**src/design/psf_resize_quadrant_taper_macros.svh**
```systemverilog
// assertion macros shared by the resize/taper block
// needs a clk and a rst signal in the scope where a macro is used
`ifndef PSF_RESIZE_QUADRANT_TAPER_MACROS_SVH
`define PSF_RESIZE_QUADRANT_TAPER_MACROS_SVH

// condition holds in the same cycle
`define PRQT_ASSERT_NOW(lbl, ante, cons, msg) \
  lbl: assert property (@(posedge clk) disable iff (rst) (ante) |-> (cons)) else $error(msg);

// condition holds in the next cycle
`define PRQT_ASSERT_NEXT(lbl, ante, cons, msg) \
  lbl: assert property (@(posedge clk) disable iff (rst) (ante) |=> (cons)) else $error(msg);

`endif

```
**src/design/psf_rqt_pkg.sv**
```systemverilog
// shared types, constants and register codes for the resize/taper block
// no dependencies
`timescale 1ns / 1ps

package psf_rqt_pkg;

  localparam int MAX_DIM    = 256;
  localparam int MAX_PLANES = 64;

  // register indexes on the write port
  localparam logic [2:0] REG_SRC_WIDTH  = 3'd0;
  localparam logic [2:0] REG_SRC_HEIGHT = 3'd1;
  localparam logic [2:0] REG_DST_WIDTH  = 3'd2;
  localparam logic [2:0] REG_DST_HEIGHT = 3'd3;
  localparam logic [2:0] REG_NUM_COEFFS = 3'd4;

  // queue between front and back
  localparam int Q_DEPTH = 8;
  localparam int Q_AW    = $clog2(Q_DEPTH);
  localparam int Q_CW    = $clog2(Q_DEPTH + 1);

  // back pipeline layout
  localparam int BK_STAGES   = 32;
  localparam int SQRT_LAST   = 12;
  localparam int DIV_FIRST   = 13;
  localparam int DIV_LAST    = 21;
  localparam int ST_T        = 22;
  localparam int ST_W        = 23;
  localparam int ST_P4       = 24;
  localparam int ST_P1       = 27;
  localparam int ST_C        = 28;
  localparam int ST_FACTOR   = 29;
  localparam int ST_SCALE    = 30;
  localparam int ST_SIGN     = 31;

  // cosine polynomial, Q30
  localparam logic [30:0] COS_A1  = 31'd1324675879;
  localparam logic [30:0] COS_A2  = 31'd272375563;
  localparam logic [30:0] COS_A3  = 31'd22401989;
  localparam logic [30:0] COS_A4  = 31'd987048;
  localparam logic [30:0] COS_A5  = 31'd27061;
  localparam logic [30:0] Q30_ONE = 31'd1073741824;

  localparam logic [26:0] T_OFFSET = 27'd196608;
  localparam logic [16:0] T_MAX    = 17'd65536;

  // clamped configuration
  typedef struct packed {
    logic [8:0] sw;
    logic [8:0] sh;
    logic [8:0] dw;
    logic [8:0] dh;
    logic [6:0] nc;
  } cfg_t;

  // classified item handed from front to back
  typedef struct packed {
    logic [7:0]  nx;
    logic [7:0]  ny;
    logic [15:0] idx;
    logic [5:0]  plane;
    logic [31:0] raw;
    logic        zero;
    logic        taper;
    logic [15:0] r2;
  } fr_t;

  // working set of one back stage
  typedef struct packed {
    logic [7:0]  nx;
    logic [7:0]  ny;
    logic [15:0] idx;
    logic [5:0]  plane;
    logic        neg;
    logic        zero;
    logic        taper;
    logic [31:0] mag;
    logic [47:0] rem;
    logic [23:0] root;
    logic [9:0]  drem;
    logic [26:0] dq;
    logic [16:0] t;
    logic [30:0] w;
    logic [30:0] p;
    logic [30:0] c;
    logic [15:0] f;
  } bk_t;

endpackage

```
**src/design/psf_rqt_front.sv**
```systemverilog
// front: accepts input beats, maps them to the new grid, drops the rest
// depends on psf_rqt_pkg
`timescale 1ns / 1ps

module psf_rqt_front (
  input  logic                          clk,
  input  logic                          rst,
  input  psf_rqt_pkg::cfg_t             cfg,
  input  logic                          s_tvalid,
  output logic                          s_tready,
  input  logic [55:0]                   s_tdata,   // src_x, src_y, plane, pixel_value
  input  logic [psf_rqt_pkg::Q_CW-1:0]  q_count,
  output logic                          push,
  output psf_rqt_pkg::fr_t              push_data
);

  // one axis of the wrap-around remap
  function automatic logic [8:0] map_axis(input logic [7:0] c, input logic [8:0] src,
                                          input logic [8:0] dst);
    logic [8:0]  half;
    logic [10:0] n;
    logic        keep;
    half = ((dst > src) ? src : dst) >> 1;
    n    = {3'b0, c} + {2'b0, dst} - {2'b0, src};
    keep = 1'b0;
    if ({1'b0, c} < src) begin
      if ({1'b0, c} < half) keep = 1'b1;
      else if (!n[10] && (n >= {2'b0, half})) keep = 1'b1;
    end
    map_axis = {keep, ({1'b0, c} < half) ? c : n[7:0]};
  endfunction

  logic       accept;
  logic [8:0] mx, my;
  logic       keep_a;

  logic        va;
  logic [7:0]  nx_a, ny_a;
  logic [5:0]  plane_a;
  logic [31:0] raw_a;

  logic        vb;

  // credit: queue entries plus items still in the two front stages
  logic [psf_rqt_pkg::Q_CW:0] credit;
  assign credit   = {1'b0, q_count} + (psf_rqt_pkg::Q_CW + 1)'(va)
                  + (psf_rqt_pkg::Q_CW + 1)'(vb);
  assign s_tready = credit < (psf_rqt_pkg::Q_CW + 1)'(psf_rqt_pkg::Q_DEPTH);
  assign accept   = s_tvalid && s_tready;

  // classification at the input
  always_comb begin
    mx     = map_axis(s_tdata[7:0], cfg.sw, cfg.dw);
    my     = map_axis(s_tdata[15:8], cfg.sh, cfg.dh);
    keep_a = ({1'b0, s_tdata[21:16]} < cfg.nc) && mx[8] && my[8];
  end

  always_ff @(posedge clk) begin
    if (rst) begin
      va <= 1'b0;
    end else begin
      va <= accept && keep_a;
    end
  end

  always_ff @(posedge clk) begin
    nx_a    <= mx[7:0];
    ny_a    <= my[7:0];
    plane_a <= s_tdata[21:16];
    raw_a   <= s_tdata[53:22];
  end

  // corner distance and radius tests
  logic [8:0]  ex, ey;
  logic [7:0]  dx, dy;
  logic [16:0] r2;
  logic [17:0] w2;
  logic [16:0] idx_full;

  always_comb begin
    ex       = cfg.dw - {1'b0, nx_a};
    ey       = cfg.dh - {1'b0, ny_a};
    dx       = (ex < {1'b0, nx_a}) ? ex[7:0] : nx_a;
    dy       = (ey < {1'b0, ny_a}) ? ey[7:0] : ny_a;
    r2       = 17'({8'b0, dx} * {8'b0, dx}) + 17'({8'b0, dy} * {8'b0, dy});
    w2       = 18'({9'b0, cfg.sw} * {9'b0, cfg.sw});
    idx_full = 17'({9'b0, ny_a} * {8'b0, cfg.dw}) + {9'b0, nx_a};
  end

  always_ff @(posedge clk) begin
    if (rst) begin
      vb <= 1'b0;
    end else begin
      vb <= va;
    end
  end

  always_ff @(posedge clk) begin
    push_data.nx    <= nx_a;
    push_data.ny    <= ny_a;
    push_data.idx   <= idx_full[15:0];
    push_data.plane <= plane_a;
    push_data.raw   <= raw_a;
    push_data.zero  <= {r2, 2'b0} > {1'b0, w2};
    push_data.taper <= {r2, 6'b0} > (23'({5'b0, w2}) * 23'd9);
    push_data.r2    <= r2[15:0];
  end

  assign push = vb;

endmodule

```
**config.mk**
```make
export PLATFORM = sky130hd
export DESIGN_NAME = psf_rqt_front
export DESIGN_NICKNAME = d
export VERILOG_FILES = /design/src/design/psf_resize_quadrant_taper_macros.svh /design/src/design/psf_rqt_pkg.sv /design/src/design/psf_rqt_front.sv
export SDC_FILE = /design/constraint.sdc
export NUM_CORES = 1
export LEC_CHECK = 0
export BUFFER_PORTS_ARGS = -buffer_cell sky130_fd_sc_hd__buf_2
export CAP_MARGIN = 20
export CORE_AREA = 2 2 221 223
export DETAILED_ROUTE_END_ITERATION = 8
export DIE_AREA = 0 0 223 225
export PLACE_DENSITY = 0.53
export SETUP_SLACK_MARGIN = 0.15
export SLEW_MARGIN = 20
export SYNTH_ARGS = -nofsm -noshare
export SYNTH_HDL_FRONTEND = slang
export SYNTH_SLANG_ARGS = --single-unit
```
**constraint.sdc**
```tcl
create_clock -name clk -period 9.19 [get_ports clk]
set_input_delay 0.4595 -clock clk [delete_from_list [all_inputs] [get_ports clk]]
set_output_delay 0.4595 -clock clk [all_outputs]
set_load 0.03 [all_outputs]
```
After elaboration in Yosys (flattened, before gate mapping)
Cells that the tools add are included.

storage, ports and cells
  register bits after elaboration = 144
  logic and storage cells = 63

cells by class
  add/sub/neg operators = 10
  $mul = 5
  $lt $le $gt $ge = 14
  multiplexer cells = 12
  reductions and logical operators = 8

operators with widths
  operator                 count
  $mul A8 B8 Y16           2
  $mux W8                  4
  $gt A23 B22 Y1           1
  $ge A11 B8 Y1            2
  $mul A18 B4 Y22 const B  1
  $sub A10 B9 Y11          2
  $add A8 B9 Y10           2
  $gt A19 B18 Y1           1
  $gt A9 B9 Y1             2
  $lt A8 B9 Y1             2
  $lt A9 B8 Y1             2
  $mul A9 B9 Y18           1
  $mux W9                  2
  $sub A9 B8 Y9            2
  $add A16 B16 Y17         1
  $add A16 B8 Y16          1
  $lt A8 B8 Y1             2
  $mul A8 B9 Y16           1
  $lt A6 B7 Y1             1
  $logic_and A1 B1 Y1      6
  $mux W1                  6
  $add A4 B1 Y5            1
  $add A5 B1 Y5            1
  $lt A5 B4 Y1 const B     1
  $logic_not A1 Y1         2

Longest topological paths before layout
  word-level depth = 10
  mapped depth = 43

Least setup slack after synthesis
Ideal clock, no wire load.

  path kind = register to register
  start = register ny_a[1]
  end = register push_data[16] (netlist bit)
  arrival = 9,519 ps
  required time = 9,073 ps
  slack = -445 ps
  cell stages (with the launch flop) = 44
  buffers on the path = 1
  period minus slack after synthesis = 9,635 ps
  cell sequence = dfxtp_1 clkbuf_1 inv_1 ha_1 nor2b_1 o21ai_0 a21boi_0 o21ai_0 a21boi_0 o21a_1 or3_1 and2_1 ha_1 a21oi_1 o21a_1 nand2_1 mux2i_1 nor2_1 [... 8 more ...] inv_1 fa_1 inv_1 ha_1 a21o_1 a21oi_1 nand2_1 xor2_1 ha_1 and3_1 nand4_1 o21ai_0 a211o_1 o211ai_1 a21oi_1 a21boi_0 maj3_1 a22o_1

on the way
  word-level cells in the longest chain between the ends = 6

RTL lines
  element                 line                  source
  from (decl)             psf_rqt_front.sv:38   logic [7:0] nx_a, ny_a;
  from (signal assigned)  psf_rqt_front.sv:68   ny_a <= my[7:0];
  $sub A9 B8 Y9           psf_rqt_front.sv:82   ey = cfg.dh - {1'b0, ny_a};
  $lt A9 B8 Y1            psf_rqt_front.sv:84   dy = (ey < {1'b0, ny_a}) ? ey[7:0] : ny_a;
  $mux W8 *               psf_rqt_front.sv:84
  $mul A8 B8 Y16 *        psf_rqt_front.sv:85   r2 = 17'({8'b0, dx} * {8'b0, dx}) + 17'({8'b0, dy} * {8'b0, dy});
  $add A16 B16 Y17 *      psf_rqt_front.sv:85
  named net r2[8]         psf_rqt_front.sv:76   logic [16:0] r2;
  $gt A23 B22 Y1 *        psf_rqt_front.sv:105  push_data.taper <= {r2, 6'b0} > (23'({5'b0, w2}) * 23'd9);
  to (decl)               psf_rqt_front.sv:14   output psf_rqt_pkg::fr_t push_data

Mark *: on every way through the listed nets, which the timed path passes. The rest lies on a longest branch.
A chain may end at the register's enable or synchronous reset.

Worst setup path in the final report
  start = register nx_a[1]
  end = register push_data[16] (netlist bit)

on the way
  word-level cells in the longest chain between the ends = 6

RTL lines
  element                 line                  source
  from (decl)             psf_rqt_front.sv:38
  from (signal assigned)  psf_rqt_front.sv:67   nx_a <= mx[7:0];
  $sub A9 B8 Y9           psf_rqt_front.sv:81   ex = cfg.dw - {1'b0, nx_a};
  $lt A9 B8 Y1            psf_rqt_front.sv:83   dx = (ex < {1'b0, nx_a}) ? ex[7:0] : nx_a;
  $mux W8 *               psf_rqt_front.sv:83
  $mul A8 B8 Y16 *        psf_rqt_front.sv:85
  $add A16 B16 Y17 *      psf_rqt_front.sv:85
  named net r2[10]        psf_rqt_front.sv:76
  $gt A23 B22 Y1 *        psf_rqt_front.sv:105

Marked as above.

==> flow_metrics.py <==
metrics = {
    "status": {
        "outcome": "complete, no violations",
    },
    "timing": {
        "tightest_slew_ps": 861,
        "final.hold.worst_slack_ps": 103,
        "fmaxAchievable_mhz": 112,
        "grt_setup_unrepaired": "yes",
        "min_period_over_period_pct": 97.0,
        "clock_skew_ps": 12.0,
        "post_route_setup_tns_ps": 0,
        "fin_crit_ps": 8910,
        "setup_violations_final": 0,
        "final_hold_viol_count": 0,
        "maxSlewHeadroom_pct": 42.2,
        "final_critical_path_setup_slack_ps": 279,
        "slew_viol_final": 0,
    },
    "die": {
        "rows": 80,
        "die_h_um": 225,
        "design.core.area_um2": 47500,
        "io-pin-count": 196,
        "die_width_um": 223,
        "starting_density_of_the_core_pct": 34.7,
        "fp.dieArea_um2": 50200,
    },
    "setup_path": {
        "crit_required_ps": 9540,
        "cpMaxStageDelayCell": "fa_2",
        "cp_top_family": "adder cells",
        "slowest_delay_ps": 580,
        "cp_data_arrival_time_ps": 9260,
        "crit_path_max_fanout": 8,
        "reg2reg_slack_ps": 280,
        "critPathKind": "flip-flop to flip-flop",
        "end_kind": "flip-flop",
        "worstPathBufferInverterCount": 6,
        "critical_path.startpoint_type": "flip-flop",
    },
    "cts": {
        "htree_levels": 4,
        "clock_path_buffers": 2,
        "worst_setup_hold_path_clk_slew_ps": 70,
        "clock-root-buffer": "clkbuf_16",
        "cts-buffers-inserted": 17,
        "cts_sinks": 144,
        "post_cts_hold_buffer_count": 0,
        "worst_skew_pair.late_latency_ps": 450,
        "tritoncts": "done",
    },
    "min_path": {
        "worst_hold_path_type": "input pin to flip-flop",
    },
    "run": {
        "cap_viol_max_count": 0,
    },
    "final_layout": {
        "multi_input_comb_area_um2": 12900,
        "layout-area-overhead-vs-synth_pct": 27.5,
        "num-nets-final": 2749,
        "post_route_cells_drive_above_1_share_pct": 26.8,
        "postLayoutCoreUtil_pct": 44.2,
        "antenna_cells_inserted": 0,
        "area.sequential_um2": 2890,
        "filler_cell_count": 4622,
    },
    "yosys": {
        "synth_cell_type_count": 73,
        "synth_top_area_cell": "ha_1",
        "most_used_dff_post_synth": "dfxtp_1",
        "postSynthAreaPerCell_um2": 9.26,
        "syn-instance-count": 1781,
        "yosysSeqAreaShare_pct": 17.5,
        "synth-seq-cells": 144,
        "synth-edff-count": 0,
        "synth_largest_type_area_fraction_pct": 22.4,
        "synth_fp_nets": 2362,
        "yosysWarnings": 0,
        "post_synth_most_frequent_cells": "332 x inv_1, 295 x ha_1, 180 x fa_1",
        "synthArstFlopShare_pct": 0,
        "synthesis.area_um2": 16500,
        "count_leader_synth": "inv_1",
        "yosys-top-cells-area": "ha_1 22%, fa_1 22%, dfxtp_1 17%",
    },
    "route": {
        "drt-wirelength-per-cell_um": 16.1,
        "postRouteWirelength_um": 44900,
        "viasPerCell": 4.80,
        "remaining_drc_errors": 0,
        "detail-route-antenna-nets": 0,
        "drt_iter0_markers": 530,
        "drt_pre_antenna_iters": 5,
        "number_of_vias_after_detailed_routing": 13400,
    },
    "placement": {
        "dp_hpwl_um": 38400,
        "place.port_buffers": 193,
        "dpl_worst_slack_ps": -516,
        "gp_congestion": 0.889,
    },
    "global_routing": {
        "vias_in_the_first_global_route": 13800,
        "overflow": 0,
        "grt_first_pass_wirelength_um": 72100,
        "pin_count_of_the_biggest_net_entering_global_routing": 17,
        "grt_antenna_before_repair": 3,
        "grt_usage_pct": 18.4,
    },
}
state kept, by name, summed over array words and instances (netlist names):
signal	cells
nx_a	8
ny_a	8
plane_a	6
push	1
push_data	88
raw_a	32
va	1
metal layers:
metal	wire, um	global-route usage, %	vias up
li1	-	-	6607
met1	20700	23.9	6533
met2	21400	31.4	215
met3	1710	3.35	57
met4	1030	5.43	6
met5	43	0	-
path summary, 6_finish.rpt:
path	cells after the start	from	end
hold / removal	1	s_tdata[39]	raw_a[17]
setup reg to reg	38	nx_a[1]	push_data[16]
hold reg to reg	0	raw_a[26]	push_data[44]
setup / recovery	38	nx_a[1]	push_data[16]
kinds of logic after synthesis:
| logic type | count (synthesis) | share of synthesized area, % |
|---|---|---|
| xor+xnor | 82 | 4.35 |
| simple gates | 386 | 10.9 |
| flops | 144 | 17.5 |
| compound gates | 284 | 11.7 |
| buf+inv | 361 | 8.22 |
| fa+ha+maj | 477 | 44.4 |
| mux | 47 | 2.99 |
worst register-to-register path, delay by kind of cell, from the launching register on:
family                     cells  cell delay (ps)
muxes                          1              320
buffers and inverters          6              400
and+or+nand+nor                3              520
xor gates and xnor gates       2              340
adders and majority gates     11             4560
DFF                            1              370
AOI/OAI and AO/OA             15             2310
what timing repair did:
action / CTS / global route
pin swaps: 49 / 100
gates cloned: 0 / 0
buffers inserted: 17 / 23
resized for setup: 61 / 93
setup endpoints to repair: 2 / 2
stage by stage:
| step | cell area, um2 | std cells |
|---|---|---|
| 2_1_floorplan | 16600 | 1781 |
| 3_3_place_gp | 19400 | 2724 |
| 3_5_place_dp | 19400 | 2724 |
| 4_1_cts | 20500 | 2772 |
| 5_1_grt | 21000 | 2795 |
| 6_report | 21000 | 2795 |
cell usage in the layout, fill, tap and decap left out, types with 22 or more instances in the layout:
cell type    n
nor2_1     124
nor2b_1     22
buf_2      193
o21a_1      30
fa_1       175
nand2_1    104
dfxtp_1    141
a21o_1      43
buf_4      176
xnor2_1     52
inv_1      315
a21oi_1     57
o21ai_0     40
ha_1       279
layout make-up:
class                      instances  area share [%]
clock buffer                      19            2.15
multi-input combinational       1276            61.4
inverter                         340            6.09
timing repair buffer             389            12.1
tap                              615            3.66
clock inverter                    12           0.863
sequential                       144            13.7
Power is left out: the tool's default activity adds up to more than one toggle a clock period on the data nets, which glitch-free logic cannot reach.
