==> src/design/psf_resize_quadrant_taper_macros.svh <==
// assertion macros shared by the resize/taper block
// needs a clk and a rst signal in the scope where a macro is used
`ifndef PSF_RESIZE_QUADRANT_TAPER_MACROS_SVH
`define PSF_RESIZE_QUADRANT_TAPER_MACROS_SVH

// condition holds in the same cycle
`define PRQT_ASSERT_NOW(lbl, ante, cons, msg) \
  lbl: assert property (@(posedge clk) disable iff (rst) (ante) |-> (cons)) else $error(msg);

// condition holds in the next cycle
`define PRQT_ASSERT_NEXT(lbl, ante, cons, msg) \
  lbl: assert property (@(posedge clk) disable iff (rst) (ante) |=> (cons)) else $error(msg);

`endif

==> src/design/psf_rqt_pkg.sv <==
// shared types, constants and register codes for the resize/taper block
// no dependencies
`timescale 1ns / 1ps

package psf_rqt_pkg;

  localparam int MAX_DIM    = 256;
  localparam int MAX_PLANES = 64;

  // register indexes on the write port
  localparam logic [2:0] REG_SRC_WIDTH  = 3'd0;
  localparam logic [2:0] REG_SRC_HEIGHT = 3'd1;
  localparam logic [2:0] REG_DST_WIDTH  = 3'd2;
  localparam logic [2:0] REG_DST_HEIGHT = 3'd3;
  localparam logic [2:0] REG_NUM_COEFFS = 3'd4;

  // queue between front and back
  localparam int Q_DEPTH = 8;
  localparam int Q_AW    = $clog2(Q_DEPTH);
  localparam int Q_CW    = $clog2(Q_DEPTH + 1);

  // back pipeline layout
  localparam int BK_STAGES   = 32;
  localparam int SQRT_LAST   = 12;
  localparam int DIV_FIRST   = 13;
  localparam int DIV_LAST    = 21;
  localparam int ST_T        = 22;
  localparam int ST_W        = 23;
  localparam int ST_P4       = 24;
  localparam int ST_P1       = 27;
  localparam int ST_C        = 28;
  localparam int ST_FACTOR   = 29;
  localparam int ST_SCALE    = 30;
  localparam int ST_SIGN     = 31;

  // cosine polynomial, Q30
  localparam logic [30:0] COS_A1  = 31'd1324675879;
  localparam logic [30:0] COS_A2  = 31'd272375563;
  localparam logic [30:0] COS_A3  = 31'd22401989;
  localparam logic [30:0] COS_A4  = 31'd987048;
  localparam logic [30:0] COS_A5  = 31'd27061;
  localparam logic [30:0] Q30_ONE = 31'd1073741824;

  localparam logic [26:0] T_OFFSET = 27'd196608;
  localparam logic [16:0] T_MAX    = 17'd65536;

  // clamped configuration
  typedef struct packed {
    logic [8:0] sw;
    logic [8:0] sh;
    logic [8:0] dw;
    logic [8:0] dh;
    logic [6:0] nc;
  } cfg_t;

  // classified item handed from front to back
  typedef struct packed {
    logic [7:0]  nx;
    logic [7:0]  ny;
    logic [15:0] idx;
    logic [5:0]  plane;
    logic [31:0] raw;
    logic        zero;
    logic        taper;
    logic [15:0] r2;
  } fr_t;

  // working set of one back stage
  typedef struct packed {
    logic [7:0]  nx;
    logic [7:0]  ny;
    logic [15:0] idx;
    logic [5:0]  plane;
    logic        neg;
    logic        zero;
    logic        taper;
    logic [31:0] mag;
    logic [47:0] rem;
    logic [23:0] root;
    logic [9:0]  drem;
    logic [26:0] dq;
    logic [16:0] t;
    logic [30:0] w;
    logic [30:0] p;
    logic [30:0] c;
    logic [15:0] f;
  } bk_t;

endpackage

==> src/design/psf_rqt_queue.sv <==
// queue: short register fifo between the front and the back
// depends on psf_rqt_pkg and the assertion macro header
`timescale 1ns / 1ps
`include "psf_resize_quadrant_taper_macros.svh"

module psf_rqt_queue (
  input  logic                          clk,
  input  logic                          rst,
  input  logic                          push,
  input  psf_rqt_pkg::fr_t              push_data,
  input  logic                          pop,
  output logic                          q_valid,
  output psf_rqt_pkg::fr_t              q_data,
  output logic [psf_rqt_pkg::Q_CW-1:0]  count
);

  psf_rqt_pkg::fr_t              mem [psf_rqt_pkg::Q_DEPTH];
  logic [psf_rqt_pkg::Q_AW-1:0]  wr_ptr, rd_ptr;

  // storage
  always_ff @(posedge clk) begin
    if (push) mem[wr_ptr] <= push_data;
  end

  // pointers and fill count
  always_ff @(posedge clk) begin
    if (rst) begin
      wr_ptr <= '0;
      rd_ptr <= '0;
      count  <= '0;
    end else begin
      if (push) wr_ptr <= wr_ptr + 1'b1;
      if (pop)  rd_ptr <= rd_ptr + 1'b1;
      if (push && !pop)      count <= count + 1'b1;
      else if (pop && !push) count <= count - 1'b1;
    end
  end

  assign q_valid = count != '0;
  assign q_data  = mem[rd_ptr];

  `PRQT_ASSERT_NOW(a_no_overflow, push && !pop, count < psf_rqt_pkg::Q_CW'(psf_rqt_pkg::Q_DEPTH), "queue overflow")
  `PRQT_ASSERT_NOW(a_no_underflow, pop, count != '0, "pop from empty queue")
  `PRQT_ASSERT_NEXT(a_count_up, push && !pop, count == $past(count) + 1'b1, "fill count lost a push")

endmodule

==> config.mk <==
export PLATFORM = sky130hd
export DESIGN_NAME = psf_rqt_queue
export DESIGN_NICKNAME = d
export VERILOG_FILES = /design/src/design/psf_rqt_pkg.sv /design/src/design/psf_rqt_queue.sv
export VERILOG_INCLUDE_DIRS = /design/src /design/src/design
export SDC_FILE = /design/constraint.sdc
export NUM_CORES = 1
export LEC_CHECK = 0
export BUFFER_PORTS_ARGS = -buffer_cell sky130_fd_sc_hd__buf_2
export CAP_MARGIN = 20
export CELL_PAD_IN_SITES_DETAIL_PLACEMENT = 1
export CELL_PAD_IN_SITES_GLOBAL_PLACEMENT = 2
export CORE_MARGIN = 2
export CORE_UTILIZATION = 48
export DETAILED_ROUTE_END_ITERATION = 12
export PLACE_DENSITY = 0.83
export RECOVER_POWER = 50
export SLEW_MARGIN = 20
export SYNTH_ARGS = -nofsm -noshare
export SYNTH_HDL_FRONTEND = slang
export SYNTH_SLANG_ARGS = --single-unit
==> constraint.sdc <==
create_clock -name clk -period 10.7 [get_ports clk]
set_input_delay 2.14 -clock clk [delete_from_list [all_inputs] [get_ports clk]]
set_output_delay 2.14 -clock clk [all_outputs]
set_load 0.02 [all_outputs]
After elaboration in Yosys (flattened, before gate mapping)
Memories as Yosys holds them, arrays and structs flattened. A register that Yosys moved wholly into a read port is not among the register bits.
Index checks and enable logic that the tools add are counted.
{"block": "word_totals", "out_inout_bits": 93, "input_bits": 92, "ramBits": 704, "mem_count": 1, "register_bits": 10}
{"memory": "mem", "words": 8, "width": 88, "read_ports": 1, "rd_clocked_by_memory_dff": 1, "wr": 1, "line": "psf_rqt_queue.sv:17", "source": "psf_rqt_pkg::fr_t mem [psf_rqt_pkg::Q_DEPTH];"}
{"block": "classes", "n_mux": 6, "n_reduce_logical": 6, "n_addsub": 4}
{"cell": "$mux W4", "count": 2}
{"cell": "$add A3 B1 Y3 const B", "count": 2}
{"cell": "$mux W3", "count": 2}
{"cell": "$add A4 B1 Y4 const B", "count": 1}
{"cell": "$reduce_bool A4 Y1", "count": 1}
{"cell": "$sub A4 B1 Y4 const B", "count": 1}
{"cell": "$logic_and A1 B1 Y1", "count": 2}
{"cell": "$logic_not A1 Y1", "count": 2}
{"cell": "$mux W1", "count": 2}
{"cell": "$reduce_bool A2 Y1", "count": 1}

Longest topological paths before layout
Gate-level depths: netlist of the first run.
{"block": "logic_depth", "ltp_word": 4, "ltp_mapped": 8}

Worst setup path before layout of the first run
No wires, ideal clock.
{"block": "synth_timing", "path_type": "input port to flip-flop", "startpoint": "input port push", "endpoint": "memory mem[0][0] in the netlist's numbering, enable pin", "n_path_buf": 0, "slack_ns": 1.847, "cell_stages": 2, "t_arrival_ns": 8.210, "cell_sequence": "nand2b_1 > nor3_1"}
{"block": "synth_via", "elab_chain_cells": 2}
{"item": "start, declared", "line": "psf_rqt_queue.sv:9", "source": "input logic push,"}
{"item": "$mux W1", "line": "psf_rqt_queue.sv:22", "source": "if (push) mem[wr_ptr] <= push_data;"}
{"item": "$mux W1 (implied by the code)", "line": "psf_rqt_queue.sv:22"}
{"item": "end, declared", "line": "psf_rqt_queue.sv:17"}
Every way passes these cells.

==> qor.log, run 1 <==
[timing] highest attainable clock frequency 162 MHz
[placement] total of buffers placed on input and output ports 184
[timing] clock period minus worst slack 6.15 ns
[placement] RePlAce Congestion 0.689
[min_path] cell depth of the worst hold path 2
[grt] GR Util All Layers 0.198
[drt] Final ANT Viol Nets 0
[drt] first-pass iteration count of the detailed router 4
[power_and_ir_drop] internal power 0.00476 W
[cells_and_area] share of cells above drive strength 1 0.353
[logic_synthesis] post-synthesis register bit count 717
[grt] overflow left after global routing 0
[timing] final number of max-transition violations 70
[timing] total negative setup slack 0 ns
[min_path] worst hold path class reg -> reg
[logic_synthesis] post-synthesis cell area 27000 µm²
[power_and_ir_drop] leakage power 9.64 nW
[cells_and_area] area added between synthesis and finish 14.5%
[critical_path] Worst path max stage delay 0.91 ns
[timing] RSZ-0062 raised after global routing no
[logic_synthesis] number of enable flip-flop cells after synthesis 704
[power_and_ir_drop] net switching power of the design 0.00136 W
[critical_path] worst-path cell chain buf_4, buf_4, mux4_2, mux2_2, buf_2
[clock_tree] clock tree from TritonCTS done
[drt] vias after detailed routing 11858
[drt] WL per Instance 26.2 µm
[logic_synthesis] cells after synthesis 1086
[die] die outline height 241 µm
[clock_tree] CTS sink cnt 717
[grt] largest net degree at the start of global routing 63
[placement] HPWL after DPL 29.2 mm
[critical_path] type of element launching the critical path flop
[power_and_ir_drop] portion of total power attributed to the clock network 0.397
[timing] worst relative slew slack -0.793
[drt] total wire length 55.6 mm
[timing] Worst Max-Slew Pin Slew 2.69 ns
[drt] average vias per placed instance 5.58
[grt] first-pass GRT wire length 84.0 mm
[placement] standard cell area after detailed placement 28800 µm²
[logic_synthesis] ys flop type sky130_fd_sc_hd__edfxtp_1
[timing] final hold vios 0
[power_and_ir_drop] switching part of the total 0.222
[logic_synthesis] nets in the synthesized netlist 1184
[power_and_ir_drop] sequential share of power 0.521
[cells_and_area] number of nets at the end of the flow 1415
[timing] final-report setup violation count 0
[die] die boundary width 241 µm
[drt] Iteration-0 DRC Markers 825
[cells_and_area] design area 31000 µm²
[clock_tree] Root Buffer Master sky130_fd_sc_hd__clkbuf_16
[clock_tree] Bufs on Longest Clock Path 3
[die] Core Footprint 55400 µm²
[critical_path] top fanout value on the critical path 42
[clock_tree] buffers inserted by post-CTS timing repair 0
[clock_tree] hold buffer count at cts 0
[critical_path] Register-to-Register Setup Slack 6.51 ns
[clock_tree] CTS HTree Levels 3
[critical_path] Setup CP Type reg -> out
[clock_tree] total CTS buffers 74
[clock_tree] Worst-Skew Late Latency 0.62 ns
[critical_path] master of the slowest instance on the critical path sky130_fd_sc_hd__dfxtp_4
[critical_path] arrival time of the worst setup path 4.01 ns
[logic_synthesis] Seq/Total Area, Yosys 0.792
[logic_synthesis] per-instance average area after synthesis 24.9 µm²
[cells_and_area] filler cell count 4712
[power_and_ir_drop] total power density per cell area 198 nW/µm²
[cells_and_area] FF/Latch Area 21400 µm²
[clock_tree] count of cells resized by post-cts repair 0
[timing] largest clock skew in the final design 0.0158 ns
[grt] antenna violations before repair 8
[clock_tree] Clk pin slew, worst setup/hold paths 0.06 ns
[critical_path] number of cells on the worst reg-to-reg path 4
[logic_synthesis] proportion of register bits with asynchronous set or reset after synthesis 0
[outcome] violations in the final reports max-capacitance violations, max-slew violations
[die] IO Pins 185
[critical_path] critical path capture point type output pin
[grt] vias in the first global route 13220
[job] max cap viols 2
[power_and_ir_drop] proportion of power drawn by combinational gates 0.082
[timing] Period Utilization, post-route 0.575
[logic_synthesis] Cell variety after synth 24
[critical_path] cell repeated most along the worst path sky130_fd_sc_hd__buf_4
[critical_path] worst endpoint required time 8.56 ns
[die] number of cell rows 86
[cells_and_area] footprint of the multi-input gates 5340 µm²
[logic_synthesis] number of warnings printed during yosys synthesis 0
[die] initial core utilization 0.488
[die] area of the die 58200 µm²
[outcome] status finished with violations
[power_and_ir_drop] Worst IR Drop VDD 0.141 mV
[drt] Post-route DRC 0
-- cell families (layout without fill, tap and decap cells) --
| family | count (synthesis) | in the layout | share of synthesized area |
|---|---|---|---|
| flops | 717 | 717 | 0.792 |
| compound gates | 5 | 5 | 0.00106 |
| simple gates | 31 | 31 | 0.00505 |
| buf+inv | 54 | 340 | 0.0126 |
| other cells | 0 | 4 | 0 |
| xor+xnor | 5 | 5 | 0.00162 |
| mux | 268 | 268 | 0.185 |
| fa+ha+maj | 6 | 6 | 0.00306 |
-- final timing paths --
check        startpoint         end
max                flop  q_data[50]
min           wr_ptr[0]   wr_ptr[0]
max reg2reg   wr_ptr[0]  mem[7][75]
min reg2reg   wr_ptr[0]   wr_ptr[0]
-- cells in the final DEF (no fill, tap or decap), types with 3 or more instances in the layout --
cell type and instances:
sky130_fd_sc_hd__a21oi_1 3, sky130_fd_sc_hd__buf_2 94, sky130_fd_sc_hd__buf_4 20, sky130_fd_sc_hd__bufinv_16 4, sky130_fd_sc_hd__clkbuf_1 112, sky130_fd_sc_hd__clkbuf_16 74
sky130_fd_sc_hd__clkinv_1 17, sky130_fd_sc_hd__clkinv_2 9, sky130_fd_sc_hd__dfxtp_1 10, sky130_fd_sc_hd__dfxtp_4 3, sky130_fd_sc_hd__diode_2 4, sky130_fd_sc_hd__edfxtp_1 704
sky130_fd_sc_hd__ha_1 5, sky130_fd_sc_hd__inv_16 4, sky130_fd_sc_hd__mux2_2 89, sky130_fd_sc_hd__mux2i_1 3, sky130_fd_sc_hd__mux4_2 176, sky130_fd_sc_hd__nand2_1 4
sky130_fd_sc_hd__nand2b_1 4, sky130_fd_sc_hd__nor2_1 12, sky130_fd_sc_hd__nor2_4 6, sky130_fd_sc_hd__xor2_1 3
-- per-stage QoR --
stage / worst slack [ns] / std cells / utilization / power (W) / hold slack (ns)
after global routing: 4.17 / 2122 / 0.559 / 0.00631 / 0.568
final: 4.55 / 2124 / 0.559 / 0.00612 / 0.521
after detailed placement: 5.02 / 1989 / 0.520 / 0.00376 / 0.506
after floorplan: 1.85 / 1086 / - / 0.00360 / 0.475
after global placement: 5.03 / 1989 / 0.520 / 0.00375 / 0.495
after CTS: 4.33 / 2120 / 0.561 / 0.00619 / 0.523
-- flip-flops by register name, indices dropped and copies added (netlist names), named ones only --
register / count
rd_ptr: 3
mem: 704
count: 4
wr_ptr: 3
-- Yosys cell counts (2+ instances only) --
cell type | count | area (µm²)
sky130_fd_sc_hd__edfxtp_1 | 704 | 21100
sky130_fd_sc_hd__ha_1 | 5 | 62.6
sky130_fd_sc_hd__buf_6 | 16 | 180
sky130_fd_sc_hd__buf_1 | 5 | 18.8
sky130_fd_sc_hd__a21oi_1 | 3 | 15.0
sky130_fd_sc_hd__xor2_1 | 3 | 26.3
sky130_fd_sc_hd__dfxtp_1 | 13 | 260
sky130_fd_sc_hd__nor3_1 | 2 | 10.0
sky130_fd_sc_hd__nor2_1 | 18 | 67.6
sky130_fd_sc_hd__clkbuf_1 | 16 | 60.1
sky130_fd_sc_hd__mux4_2 | 176 | 3960
sky130_fd_sc_hd__mux2_2 | 89 | 1000
sky130_fd_sc_hd__inv_1 | 2 | 7.51
sky130_fd_sc_hd__nand2_1 | 4 | 15.0
sky130_fd_sc_hd__buf_2 | 15 | 75.1
sky130_fd_sc_hd__xnor2_1 | 2 | 17.5
sky130_fd_sc_hd__mux2i_1 | 3 | 30.0
sky130_fd_sc_hd__nand2b_1 | 4 | 25.0
-- layout make-up --
class / instances / area share
Multi-Input combinational cell: 315 / 0.173
Sequential cell: 717 / 0.692
Timing Repair Buffer: 207 / 0.0316
Clock inverter: 37 / 0.0111
Antenna cell: 4 / 0.000323
Tap cell: 748 / 0.0302
Clock buffer: 94 / 0.0622
Inverter: 2 / 0.000243
-- routing by layer --
metal | track usage | up-vias | share of wire
met2 | 0.329 | 271 | 0.51
met1 | 0.259 | 6371 | 0.41
met5 | 0 | - | 0.0011
met3 | 0.0435 | 99 | 0.050
met4 | 0.0707 | 10 | 0.027
li1 | - | 5107 | -
-- critical path: cells and delay by family (launching register included) --
kind,cells,cell delay [ns]
multiplexers,2,0.87
flip-flops,1,0.91
buffers and inverters,3,1.54
-- power by group through the flow --
stage	logic (W)	registers, W	clock network, W
after floorplan	0.000363	0.00323	0
after global placement	0.000505	0.00324	0
after detailed placement	0.000516	0.00325	0
after CTS	0.000519	0.00319	0.00248
after global routing	0.000543	0.00319	0.00258
final	0.000502	0.00319	0.00243
Power figures use the tool's default switching activity.
==> run 2, diff against run 1 <==
Clock period 10.7 ns to 5.8 ns, I/O delays scaled along.
==> qor.log, run 2 (synthesis gave the netlist of run 1 again) <==
[critical_path] type of element launching the critical path flop
[drt] first-pass iteration count of the detailed router 7
[cells_and_area] commonest non-fill, non-tap cells in the layout sky130_fd_sc_hd__edfxtp_1 (704), sky130_fd_sc_hd__mux4_2 (176), sky130_fd_sc_hd__clkbuf_1 (112)
[power_and_ir_drop] Worst IR Drop VDD 0.237 mV
[cells_and_area] design area 31100 µm²
[clock_tree] count of cells resized by post-cts repair 0
[timing] final number of max-transition violations 73
[timing] total negative setup slack 0 ns
[critical_path] master of the slowest instance on the critical path sky130_fd_sc_hd__dfxtp_4
[drt] Final ANT Viol Nets 0
[critical_path] critical path capture point type output pin
[cells_and_area] Final Core Density 0.561
[clock_tree] CTS HTree Levels 3
[placement] RePlAce Congestion 0.705
[timing] highest attainable clock frequency 232 MHz
[power_and_ir_drop] portion of total power attributed to the clock network 0.401
[timing] largest clock skew in the final design 0.0168 ns
[power_and_ir_drop] proportion of power drawn by combinational gates 0.084
[drt] vias after detailed routing 11812
[cells_and_area] share of cells above drive strength 1 0.358
[die] IO Pins 185
[timing] Worst Max-Slew Pin Slew 3.00 ns
[drt] Iteration-0 DRC Markers 742
[die] die boundary width 241 µm
[clock_tree] CTS sink cnt 717
[timing] worst relative slew slack -1.00
[power_and_ir_drop] total power density per cell area 366 nW/µm²
[outcome] status finished with violations
[timing] RSZ-0062 raised after global routing no
[cells_and_area] fin cells 2123
[cells_and_area] number of nets at the end of the flow 1419
[grt] overflow left after global routing 0
[clock_tree] Root Buffer Master sky130_fd_sc_hd__clkbuf_16
[power_and_ir_drop] leakage power 9.70 nW
[timing] final hold vios 0
[placement] total of buffers placed on input and output ports 184
[critical_path] top fanout value on the critical path 45
[cells_and_area] leading cell type in the layout, fill and taps excluded sky130_fd_sc_hd__edfxtp_1
[critical_path] arrival time of the worst setup path 3.15 ns
[clock_tree] Bufs on Longest Clock Path 3
[drt] total wire length 55.7 mm
[die] number of cell rows 86
[power_and_ir_drop] sequential share of power 0.515
[grt] GR Util All Layers 0.198
[power_and_ir_drop] switching part of the total 0.217
[clock_tree] total CTS buffers 74
[placement] HPWL after DPL 30.6 mm
[clock_tree] buffers inserted by post-CTS timing repair 0
[power_and_ir_drop] internal power 0.00893 W
[die] area of the die 58200 µm²
[drt] Post-route DRC 0
[cells_and_area] registers with the most flip-flops mem: 704 flops, count: 4 flops
[critical_path] Worst path max stage delay 1.02 ns
[power_and_ir_drop] net switching power of the design 0.00247 W
[die] initial core utilization 0.488
[die] die outline height 241 µm
[clock_tree] Clk pin slew, worst setup/hold paths 0.06 ns
[grt] largest net degree at the start of global routing 89
[cells_and_area] largest register by flop count mem
[grt] first-pass GRT wire length 83.7 mm
[timing] hold slack final 0.511 ns
[die] Core Footprint 55400 µm²
[timing] clock period minus worst slack 4.31 ns
[drt] average vias per placed instance 5.56
[timing] Period Utilization, post-route 0.743
[timing] final-report setup violation count 0
[placement] number of cells in the design after placement 1993
[critical_path] worst-path cell chain buf_4, mux4_2, mux2_2, buf_2
[cells_and_area] area added between synthesis and finish 15.0%
[cells_and_area] flip-flop count of the largest register after layout 704
[drt] WL per Instance 26.2 µm
[cells_and_area] filler cell count 4692
[job] max cap viols 3
[grt] antenna violations before repair 8
[critical_path] worst endpoint required time 4.64 ns
[clock_tree] hold buffer count at cts 0
[min_path] worst hold path class reg -> reg
[critical_path] Setup CP Type reg -> out
[placement] standard cell area after detailed placement 28900 µm²
[outcome] violations in the final reports max-capacitance violations, max-slew violations
[grt] vias in the first global route 13189
[clock_tree] Worst-Skew Late Latency 0.60 ns
[clock_tree] clock tree from TritonCTS done
run 2: changes by cell type in the layout (fill, tap and decap cells not counted), sizes merged:
cell	before	now
clkinvlp	0	2
bufinv	4	6
clkbuf	186	189
clkinv	27	20
buf	115	120
diode	4	2
inv	8	4
run 2: power groups by stage:
stage	clock (W)	combinational (W)	sequential, W
detailed placement	0	0.000981	0.00598
global placement	0	0.000953	0.00597
floorplan	0	0.000670	0.00596
finish	0.00457	0.000955	0.00586
CTS	0.00468	0.000987	0.00587
global route	0.00486	0.00103	0.00588
run 2: final cells by class:
type / instances / area (µm²) / area share
Sequential cell: 717 / 21400 / 0.689
Tap cell: 748 / 936 / 0.0301
Multi-Input combinational cell: 315 / 5330 / 0.171
Clock inverter: 30 / 305 / 0.00982
Timing Repair Buffer: 211 / 1090 / 0.0352
Inverter: 2 / 7.51 / 0.000241
Clock buffer: 98 / 2010 / 0.0645
Antenna cell: 2 / 5.00 / 0.000161
run 2: metal layers:
metal | global-route usage | vias up | wire length [µm] | share of wire
met3 | 0.0458 | 86 | 3090 | 0.055
li1 | - | 5109 | - | -
met1 | 0.256 | 6342 | 22700 | 0.41
met5 | 0 | - | 68 | 0.0012
met2 | 0.334 | 263 | 28700 | 0.52
met4 | 0.0614 | 12 | 1100 | 0.020
run 2: stage by stage:
| step | worst slack [ns] | power [W] |
|---|---|---|
| 2_1_floorplan | 0.308 | 0.00663 |
| 3_3_place_gp | 2.07 | 0.00692 |
| 3_5_place_dp | 2.03 | 0.00696 |
| 4_1_cts | 1.35 | 0.0115 |
| 5_1_grt | 1.26 | 0.0118 |
| 6_report | 1.49 | 0.0114 |
run 2: worst paths after layout:
path | slack (ns) | cells past startpoint | end | startpoint
worst min register to register | 0.51 | 2 | wr_ptr[0] | wr_ptr[0]
worst max-delay path | 1.49 | 4 | q_data[35] | flop
worst max register to register | 2.44 | 3 | mem[5][48] | wr_ptr[0]
worst min-delay path | 0.51 | 2 | wr_ptr[0] | wr_ptr[0]
run 2: worst max-delay path: cells and delay by family (launching register included):
family,cells,cell delay (ns)
buffers and inverters,2,0.63
flip-flops,1,1.02
multiplexers,2,0.87
